==> config.mk <==
export PLATFORM = sky130hd
export DESIGN_NAME = tmce_front
export DESIGN_NICKNAME = d
export VERILOG_FILES = /design/src/rtl/tmce_pkg.sv /design/src/rtl/tmce_front.sv
export SDC_FILE = /design/constraint.sdc
export NUM_CORES = 1
export LEC_CHECK = 0
export BUFFER_PORTS_ARGS = -buffer_cell sky130_fd_sc_hd__buf_2
export CAP_MARGIN = 20
export CORE_MARGIN = 2
export CORE_UTILIZATION = 50
export DETAILED_ROUTE_END_ITERATION = 8
export PLACE_DENSITY = 0.76
export SETUP_SLACK_MARGIN = 0.3
export SLEW_MARGIN = 40
export SYNTH_ARGS = -nofsm -noshare
export SYNTH_HDL_FRONTEND = slang
export SYNTH_SLANG_ARGS = --single-unit
==> constraint.sdc <==
create_clock -name clock -period 3.63 [get_ports clock]
set_input_delay 0.726 -clock clock [delete_from_list [all_inputs] [get_ports clock]]
set_output_delay 0.726 -clock clock [all_outputs]
set_load 0.05 [all_outputs]
==> src/rtl/tmce_pkg.sv <==
package tmce_pkg;

   // Request kinds carried in req_tuser.
   localparam logic [1:0] REQ_PUT   = 2'd0;
   localparam logic [1:0] REQ_CLEAR = 2'd1;
   localparam logic [1:0] REQ_SETC  = 2'd2;
   localparam logic [1:0] REQ_READ  = 2'd3;

   // Control characters.
   localparam logic [7:0] CH_BACKSPACE = 8'd8;
   localparam logic [7:0] CH_TAB       = 8'd9;
   localparam logic [7:0] CH_NEWLINE   = 8'd10;
   localparam logic [7:0] CH_RETURN    = 8'd13;
   localparam logic [7:0] CH_SPACE     = 8'h20;

   localparam int REQ_DATA_W = 40;
   localparam int RSP_DATA_W = 48;

   typedef enum logic [3:0] {
      K_PRINT,
      K_BKSP,
      K_NEWLINE,
      K_RETURN,
      K_TAB,
      K_CLEAR,
      K_SETCUR,
      K_REJECT,
      K_READ,
      K_READ_NONE
   } cmd_kind_type;

   typedef struct packed {
      cmd_kind_type kind;
      logic [7:0]   ch;
      logic [7:0]   attr;
      logic [6:0]   tcol;
      logic [4:0]   trow;
      logic [10:0]  ridx;
   } cmd_type;

   typedef struct packed {
      logic    valid;
      cmd_type cmd;
   } queue_out_type;

endpackage

==> src/rtl/tmce_front.sv <==
module tmce_front #(
   parameter int COLS = 80,
   parameter int ROWS = 25
) (
   input  logic                                clock,
   input  logic                                reset,
   input  logic                                req_tvalid,
   output logic                                req_tready,
   input  logic [tmce_pkg::REQ_DATA_W-1:0]     req_tdata,
   input  logic [1:0]                          req_tuser,
   output tmce_pkg::queue_out_type             q_out,
   input  logic                                q_pop
);

   localparam int NCELLS = ROWS * COLS;

   tmce_pkg::cmd_type q_ff [2];
   logic              wr_ptr_ff, wr_ptr_in;
   logic              rd_ptr_ff, rd_ptr_in;
   logic [1:0]        count_ff, count_in;
   tmce_pkg::cmd_type cmd;
   logic              push;

   always_comb begin
      cmd.ch   = req_tdata[7:0];
      cmd.attr = {req_tdata[11:8], req_tdata[15:12]};
      cmd.tcol = req_tdata[22:16];
      cmd.trow = req_tdata[27:23];
      cmd.ridx = req_tdata[38:28];
      unique case (req_tuser)
         tmce_pkg::REQ_PUT: begin
            case (req_tdata[7:0])
               tmce_pkg::CH_BACKSPACE: cmd.kind = tmce_pkg::K_BKSP;
               tmce_pkg::CH_NEWLINE:   cmd.kind = tmce_pkg::K_NEWLINE;
               tmce_pkg::CH_RETURN:    cmd.kind = tmce_pkg::K_RETURN;
               tmce_pkg::CH_TAB:       cmd.kind = tmce_pkg::K_TAB;
               default:                cmd.kind = tmce_pkg::K_PRINT;
            endcase
         end
         tmce_pkg::REQ_CLEAR: cmd.kind = tmce_pkg::K_CLEAR;
         tmce_pkg::REQ_SETC: begin
            if (32'(req_tdata[22:16]) < COLS && 32'(req_tdata[27:23]) < ROWS) begin
               cmd.kind = tmce_pkg::K_SETCUR;
            end else begin
               cmd.kind = tmce_pkg::K_REJECT;
            end
         end
         default: begin
            if (32'(req_tdata[38:28]) < NCELLS) begin
               cmd.kind = tmce_pkg::K_READ;
            end else begin
               cmd.kind = tmce_pkg::K_READ_NONE;
            end
         end
      endcase
   end

   assign req_tready = (count_ff != 2'd2);
   assign push       = req_tvalid && req_tready;

   always_comb begin
      wr_ptr_in = push ? ~wr_ptr_ff : wr_ptr_ff;
      rd_ptr_in = q_pop ? ~rd_ptr_ff : rd_ptr_ff;
      count_in  = count_ff + 2'(push) - 2'(q_pop);
   end

   always_ff @(posedge clock) begin
      if (reset) begin
         wr_ptr_ff <= 1'b0;
         rd_ptr_ff <= 1'b0;
         count_ff  <= 2'd0;
      end else begin
         wr_ptr_ff <= wr_ptr_in;
         rd_ptr_ff <= rd_ptr_in;
         count_ff  <= count_in;
      end
   end

   always_ff @(posedge clock) begin
      if (push) begin
         q_ff[wr_ptr_ff] <= cmd;
      end
   end

   assign q_out.valid = (count_ff != 2'd0);
   assign q_out.cmd   = q_ff[rd_ptr_ff];

endmodule

==> out/metrics.cfg, run 1 <==
[route]
drtPass1Iterations = 4
vias = 1854
route.detailed.drc = 0
drt_wl_total_mm = 5.76
avgRoutedWirePerCell_um = 15.2
viasPerCell = 4.89
ant_nets = 0
first_iter_violations = 85

[synth]
syn-num-nets = 235
synth.cell_area_mm2 = 0.00354
synth.ff_latch_count = 91
syn_avg_cell_area_um2 = 19.3
synth.distinct_cells = 32
syn_inst = 183
ys_seq_area_frac = 0.759
yosys_warnings = 0

[power_and_ir_drop]
power.leakage_nw = 1.62
worst_ir_drop_vdd_mv = 0.306
p_per_area_mw_per_mm2 = 603

[clock_tree]
numClockSinks = 91
cts_buffer_depth = 2
htree_levels = 3
cts_tree = done
ctsHoldBuffers = 0
cts_resized = 0
clock_latency_ns = 0.35
path_clk_slew_ns = 0.08
post-cts-setup-buffers = 0
cts-root-buf = clkbuf_8
cts_buffers = 9

[min_path]
worstHoldPathType = reg -> reg

[run]
cap_violations = 0

[finish]
final_common_cell = buf_2
drive_gt1_frac = 0.537
postLayoutCoreUtil = 0.627
layout_common_cells = buf_2 (89), edfxtp_1 (86), mux2_2 (43)
design_area_mm2 = 0.00429
fin_nets = 331
synthToLayoutAreaGrowth_pct = 21.2
num_antenna_cells = 0

[sta]
final-setup-viol-count = 0
maxSlewHeadroom = 0.602
rsz0062_at_grt = false
skew_ns = 0.00899
hold_violations = 0
worst_pin_slew_ns = 0.597
fin_setup_tns_ns = 0
fin_crit_ns = 2.72
finalCritPeriodShare = 0.750
drv_slew = 0
max_freq_mhz = 367

[critical_path]
rrSetupSlack_ns = 2.03
start_kind = flip-flop
critical_path_class = reg -> out
cp_cell_sequence = buf_4 -> mux2_2 -> buf_2
worstPathMaxFanout = 26
cp_slowest_cell = dfxtp_2
slowest_delay_ns = 0.62
worst-endpoint-arrival_ns = 2.00
required_ns = 2.90
crit_path_end_kind = output pin

[global_route]
antenna_found_initial = 0
first_global_vias = 1842
grt_overflow = 0
grt_first_pass_wirelength_mm = 8.57
track_usage = 0.151
grt_max_degree = 44

[floorplan]
core_mm2 = 0.00683
fp-row-count = 30
io_pins = 91
initial_utilization = 0.518
die-height_um = 88.1
die_area_mm2 = 0.00776
die-width_um = 88.1

[place]
numPortBuffers = 89
place.gp.congestion = 0.672
place_area_mm2 = 0.00408
dp_hpwl_mm = 3.75

[outcome]
status = completed

where the power goes:
| group | total, mW | internal (mW) | leakage, nW | switching (mW) |
|---|---|---|---|---|
| logic | 0.575 | 0.158 | 0.676 | 0.417 |
| registers | 1.30 | 1.27 | 0.844 | 0.0298 |
| clock network | 0.713 | 0.382 | 0.0960 | 0.331 |
critical path, delay by kind of cell, from the launching register on:
kind	cells	cell delay (ns)
mux	1	0.39
flops	1	0.62
buf+inv	2	0.64
registers in the layout (all words and copies together), names as in the netlist, named ones only:
register / count
rd_ptr_ff: 1
count_ff: 2
wr_ptr_ff: 1
q_ff: 86
through the flow:
stage	hold slack (ns)	power, mW	cells	setup slack (ns)
after floorplan	0.480	1.77	183	1.23
after global placement	0.496	1.89	364	1.26
after detailed placement	0.508	1.91	364	1.24
after CTS	0.527	2.61	379	0.853
after global routing	0.542	2.68	379	0.770
final	0.522	2.59	379	0.906
synthesized netlist by cell type:
| cell type | n | share of area |
|---|---|---|
| a41oi_1 | 1 | 0.0025 |
| nor4b_4 | 1 | 0.0067 |
| o2111ai_1 | 1 | 0.0025 |
| nand2_1 | 1 | 0.0011 |
| mux2_2 | 43 | 0.14 |
| and3b_1 | 1 | 0.0025 |
| nand2b_1 | 1 | 0.0018 |
| a21oi_1 | 1 | 0.0014 |
| and2_1 | 1 | 0.0018 |
| nand3b_1 | 1 | 0.0021 |
| xor2_1 | 1 | 0.0025 |
| xnor2_1 | 2 | 0.0050 |
| buf_6 | 1 | 0.0032 |
| nor2_1 | 5 | 0.0053 |
| ha_1 | 6 | 0.021 |
| edfxtp_1 | 86 | 0.73 |
| nor3b_1 | 2 | 0.0042 |
| o21ai_0 | 1 | 0.0014 |
| inv_1 | 4 | 0.0042 |
| o211ai_1 | 1 | 0.0021 |
| buf_2 | 1 | 0.0014 |
| a21bo_2 | 1 | 0.0028 |
| nor2b_1 | 2 | 0.0035 |
| and3_1 | 2 | 0.0035 |
| a32oi_1 | 1 | 0.0025 |
| or3_1 | 1 | 0.0018 |
| buf_4 | 3 | 0.0064 |
| nand4_1 | 2 | 0.0035 |
| nor3_1 | 2 | 0.0028 |
| or2_2 | 1 | 0.0018 |
| dfxtp_1 | 5 | 0.028 |
| o211a_1 | 1 | 0.0028 |
layer usage:
metal  global-route usage  vias up  wire, um
met5                    0        -         0
met4               0.0744        0       132
met3               0.0443       11       319
met2                0.260       51      2970
met1                0.173      884      2340
li1                     -      908         -
cell families (layout without fill, tap and decap cells):
family	count (synthesis)	in the layout	synth area share
AO/OA/AOI/OAI	8	8	0.0180
XOR/XNOR	3	3	0.00743
adder cells (fa/ha/maj)	6	6	0.0212
buffers and inverters	9	109	0.0152
flip-flops	91	91	0.759
multiplexers	43	43	0.137
AND/OR/NAND/NOR	23	23	0.0425
final cells by class:
cell class              instances  area [um2]
well taps                      96         120
flip-flops and latches         91        2680
repair buffers                 90         453
multi-input cells              83         805
inverters                       4        17.5
clock inverters                 5        78.8
clock buffers                  10         128
fillers                       578        2550
final timing paths:
path / start / to / depth (start not counted)
worst max register to register: count_ff[0] / count_ff[1] / 8
worst min register to register: rd_ptr_ff / flip-flop / 2
worst min-delay path: rd_ptr_ff / flip-flop / 2
worst max-delay path: flip-flop / q_out[11] / 3
(Power assumes the default switching activity.)
==> inputs of run 2 (changes only) <==
--- a/config.mk
+++ b/config.mk
@@ -8,9 +8,9 @@
 export BUFFER_PORTS_ARGS = -buffer_cell sky130_fd_sc_hd__buf_2
 export CAP_MARGIN = 20
 export CORE_MARGIN = 2
-export CORE_UTILIZATION = 50
+export CORE_UTILIZATION = 47
 export DETAILED_ROUTE_END_ITERATION = 8
-export PLACE_DENSITY = 0.76
+export PLACE_DENSITY = 0.75
 export SETUP_SLACK_MARGIN = 0.3
 export SLEW_MARGIN = 40
 export SYNTH_ARGS = -nofsm -noshare
==> constraint.sdc (replaced) <==
create_clock -name clock -period 2.5 [get_ports clock]
set_input_delay 0.5 -clock clock [delete_from_list [all_inputs] [get_ports clock]]
set_output_delay 0.5 -clock clock [all_outputs]
set_load 0.05 [all_outputs]
==> out/metrics.cfg, run 2 (same netlist as run 1, synthesis figures left out) <==
[floorplan]
initial_utilization = 0.487  ; was 0.518
die-height_um = 90.7  ; was 88.1 um
die_area_mm2 = 0.00823  ; was 0.00776 mm2
fp-row-count = 31  ; was 30
io_pins = 91  ; unchanged
core_mm2 = 0.00725  ; was 0.00683 mm2
die-width_um = 90.7  ; was 88.1 um

[global_route]
antenna_found_initial = 0  ; unchanged
grt_first_pass_wirelength_mm = 9.34  ; was 8.57 mm
first_global_vias = 1906  ; was 1842
grt_max_degree = 44  ; unchanged
grt_overflow = 0  ; unchanged
track_usage = 0.148  ; was 0.151

[critical_path]
start_kind = flip-flop  ; unchanged
worstPathMaxFanout = 23  ; was 26
required_ns = 2.00  ; was 2.90 ns
critPathCapture = q_out[7]  ; was q_out[11]
timing.rr.start = count_ff[0]  ; unchanged
crit_path_end_kind = output pin  ; unchanged
worst-endpoint-arrival_ns = 1.59  ; was 2.00 ns
critical_path_class = reg -> out  ; unchanged
rrSetupSlack_ns = 0.93  ; was 2.03 ns
rr_worst_depth = 8  ; unchanged
reg2reg_to = count_ff[1]  ; unchanged

[place]
dp_cells = 371  ; was 364
dp_hpwl_mm = 3.94  ; was 3.75 mm
place.gp.congestion = 0.712  ; was 0.672
place_area_mm2 = 0.00412  ; was 0.00408 mm2
numPortBuffers = 89  ; unchanged

[run]
cap_violations = 0  ; unchanged

[clock_tree]
ctsHoldBuffers = 0  ; unchanged
post-cts-setup-buffers = 0  ; unchanged
cts-root-buf = clkbuf_8  ; unchanged
cts_tree = done  ; unchanged
clock_latency_ns = 0.34  ; was 0.35 ns
cts_resized = 0  ; unchanged
numClockSinks = 91  ; unchanged
cts_buffer_depth = 2  ; unchanged
path_clk_slew_ns = 0.09  ; was 0.08 ns
cts_buffers = 9  ; unchanged
htree_levels = 3  ; unchanged

[finish]
num_antenna_cells = 0  ; unchanged
design_area_mm2 = 0.00429  ; about the same
final_common_cell = buf_2  ; unchanged
regMostFlops = q_ff  ; unchanged
synthToLayoutAreaGrowth_pct = 21.3  ; was 21.2%
largest_reg_flops = 86  ; unchanged
finalNonFillerCells = 387  ; was 379
reg_top3 = q_ff: 86 flops, count_ff: 2 flops  ; unchanged
drive_gt1_frac = 0.542  ; was 0.537
layout_common_cells = buf_2 (89), edfxtp_1 (86), mux2_2 (43)  ; unchanged
fin_nets = 335  ; was 331

[sta]
maxSlewHeadroom = 0.784  ; was 0.602
rsz0062_at_grt = false  ; unchanged
holdWs_ns = 0.337  ; was 0.522 ns
final-setup-viol-count = 0  ; unchanged
fin_setup_tns_ns = 0  ; unchanged
skew_ns = 0.00592  ; was 0.00899 ns
fin_crit_ns = 2.09
drv_slew = 0  ; unchanged
finalCritPeriodShare = 0.837
hold_violations = 0  ; unchanged
max_freq_mhz = 478
worst_pin_slew_ns = 0.324  ; was 0.597 ns

[min_path]
worstHoldPathType = in -> reg  ; was reg -> reg

[power_and_ir_drop]
internal-power_mw = 2.44  ; was 1.81 mW
p_switching_mw = 1.14  ; was 0.778 mW
worst_ir_drop_vdd_mv = 0.419  ; was 0.306 mV
comb_power_share = 0.241  ; was 0.222
sequentialPowerShare = 0.522  ; was 0.502
p_clk_frac = 0.237  ; was 0.276
p_total_mw = 3.58  ; was 2.59 mW
p_per_area_mw_per_mm2 = 835  ; was 603 mW/mm2
swShare = 0.319  ; was 0.301
power.leakage_nw = 1.63  ; was 1.62 nW

[route]
ant_nets = 0  ; unchanged
avgRoutedWirePerCell_um = 15.1  ; was 15.2 um
viasPerCell = 4.92  ; was 4.89
drtPass1Iterations = 4  ; unchanged
drt_wl_total_mm = 5.85  ; was 5.76 mm
route.detailed.drc = 0  ; unchanged
vias = 1904  ; was 1854
first_iter_violations = 90  ; was 85

[outcome]
status = completed  ; unchanged

run 2: metrics by stage:
| stage | setup slack [ns] | util |
|---|---|---|
| floorplan | 0.453 | - |
| global placement | 0.769 | 0.568 |
| detailed placement | 0.770 | 0.568 |
| CTS | 0.379 | 0.591 |
| global route | 0.334 | 0.591 |
| finish | 0.408 | 0.591 |
run 2: area by class of cell:
| cell class | instances | area [um2] |
|---|---|---|
| Sequential cell | 91 | 2680 |
| Inverter | 4 | 18.8 |
| Timing Repair Buffer | 94 | 495 |
| Clock inverter | 7 | 42.5 |
| Multi-Input combinational cell | 83 | 801 |
| Tap cell | 99 | 124 |
| Fill cell | 608 | 2960 |
| Clock buffer | 9 | 124 |
run 2: power groups by stage:
stage               sequential [mW]  clock [mW]  combinational (mW)
floorplan                      1.90           0               0.672
global placement               1.90           0               0.868
detailed placement             1.91           0               0.874
CTS                            1.87       0.881               0.877
global route                   1.89       0.934               0.920
finish                         1.87       0.848               0.865
run 2: worst min-delay path by stage:
stage	from	endpoint	slack (ns)	cells after the start
after floorplan	rd_ptr_ff	flip-flop	0.48	2
after global placement	rd_ptr_ff	rd_ptr_ff	0.50	2
after detailed placement	count_ff[1]	count_ff[1]	0.51	2
after CTS	req_tdata[15]	q_ff[0][26]	0.32	1
after global routing	req_tdata[15]	q_ff[1][26]	0.33	1
final	req_tdata[13]	q_ff[0][24]	0.34	1
run 2: worst max-delay path, cell delays in order, from the launching register on:
cell     delay [ns]
dfxtp_2        0.34
buf_4          0.30
mux2_2         0.38
buf_2          0.21
run 2: per-layer routing:
metal | vias to the layer above | global-route usage | share of wire
li1 | 911 | - | -
met1 | 924 | 0.191 | 0.44
met2 | 60 | 0.235 | 0.48
met3 | 9 | 0.0384 | 0.062
met4 | 0 | 0.0692 | 0.017
met5 | - | 0 | 0
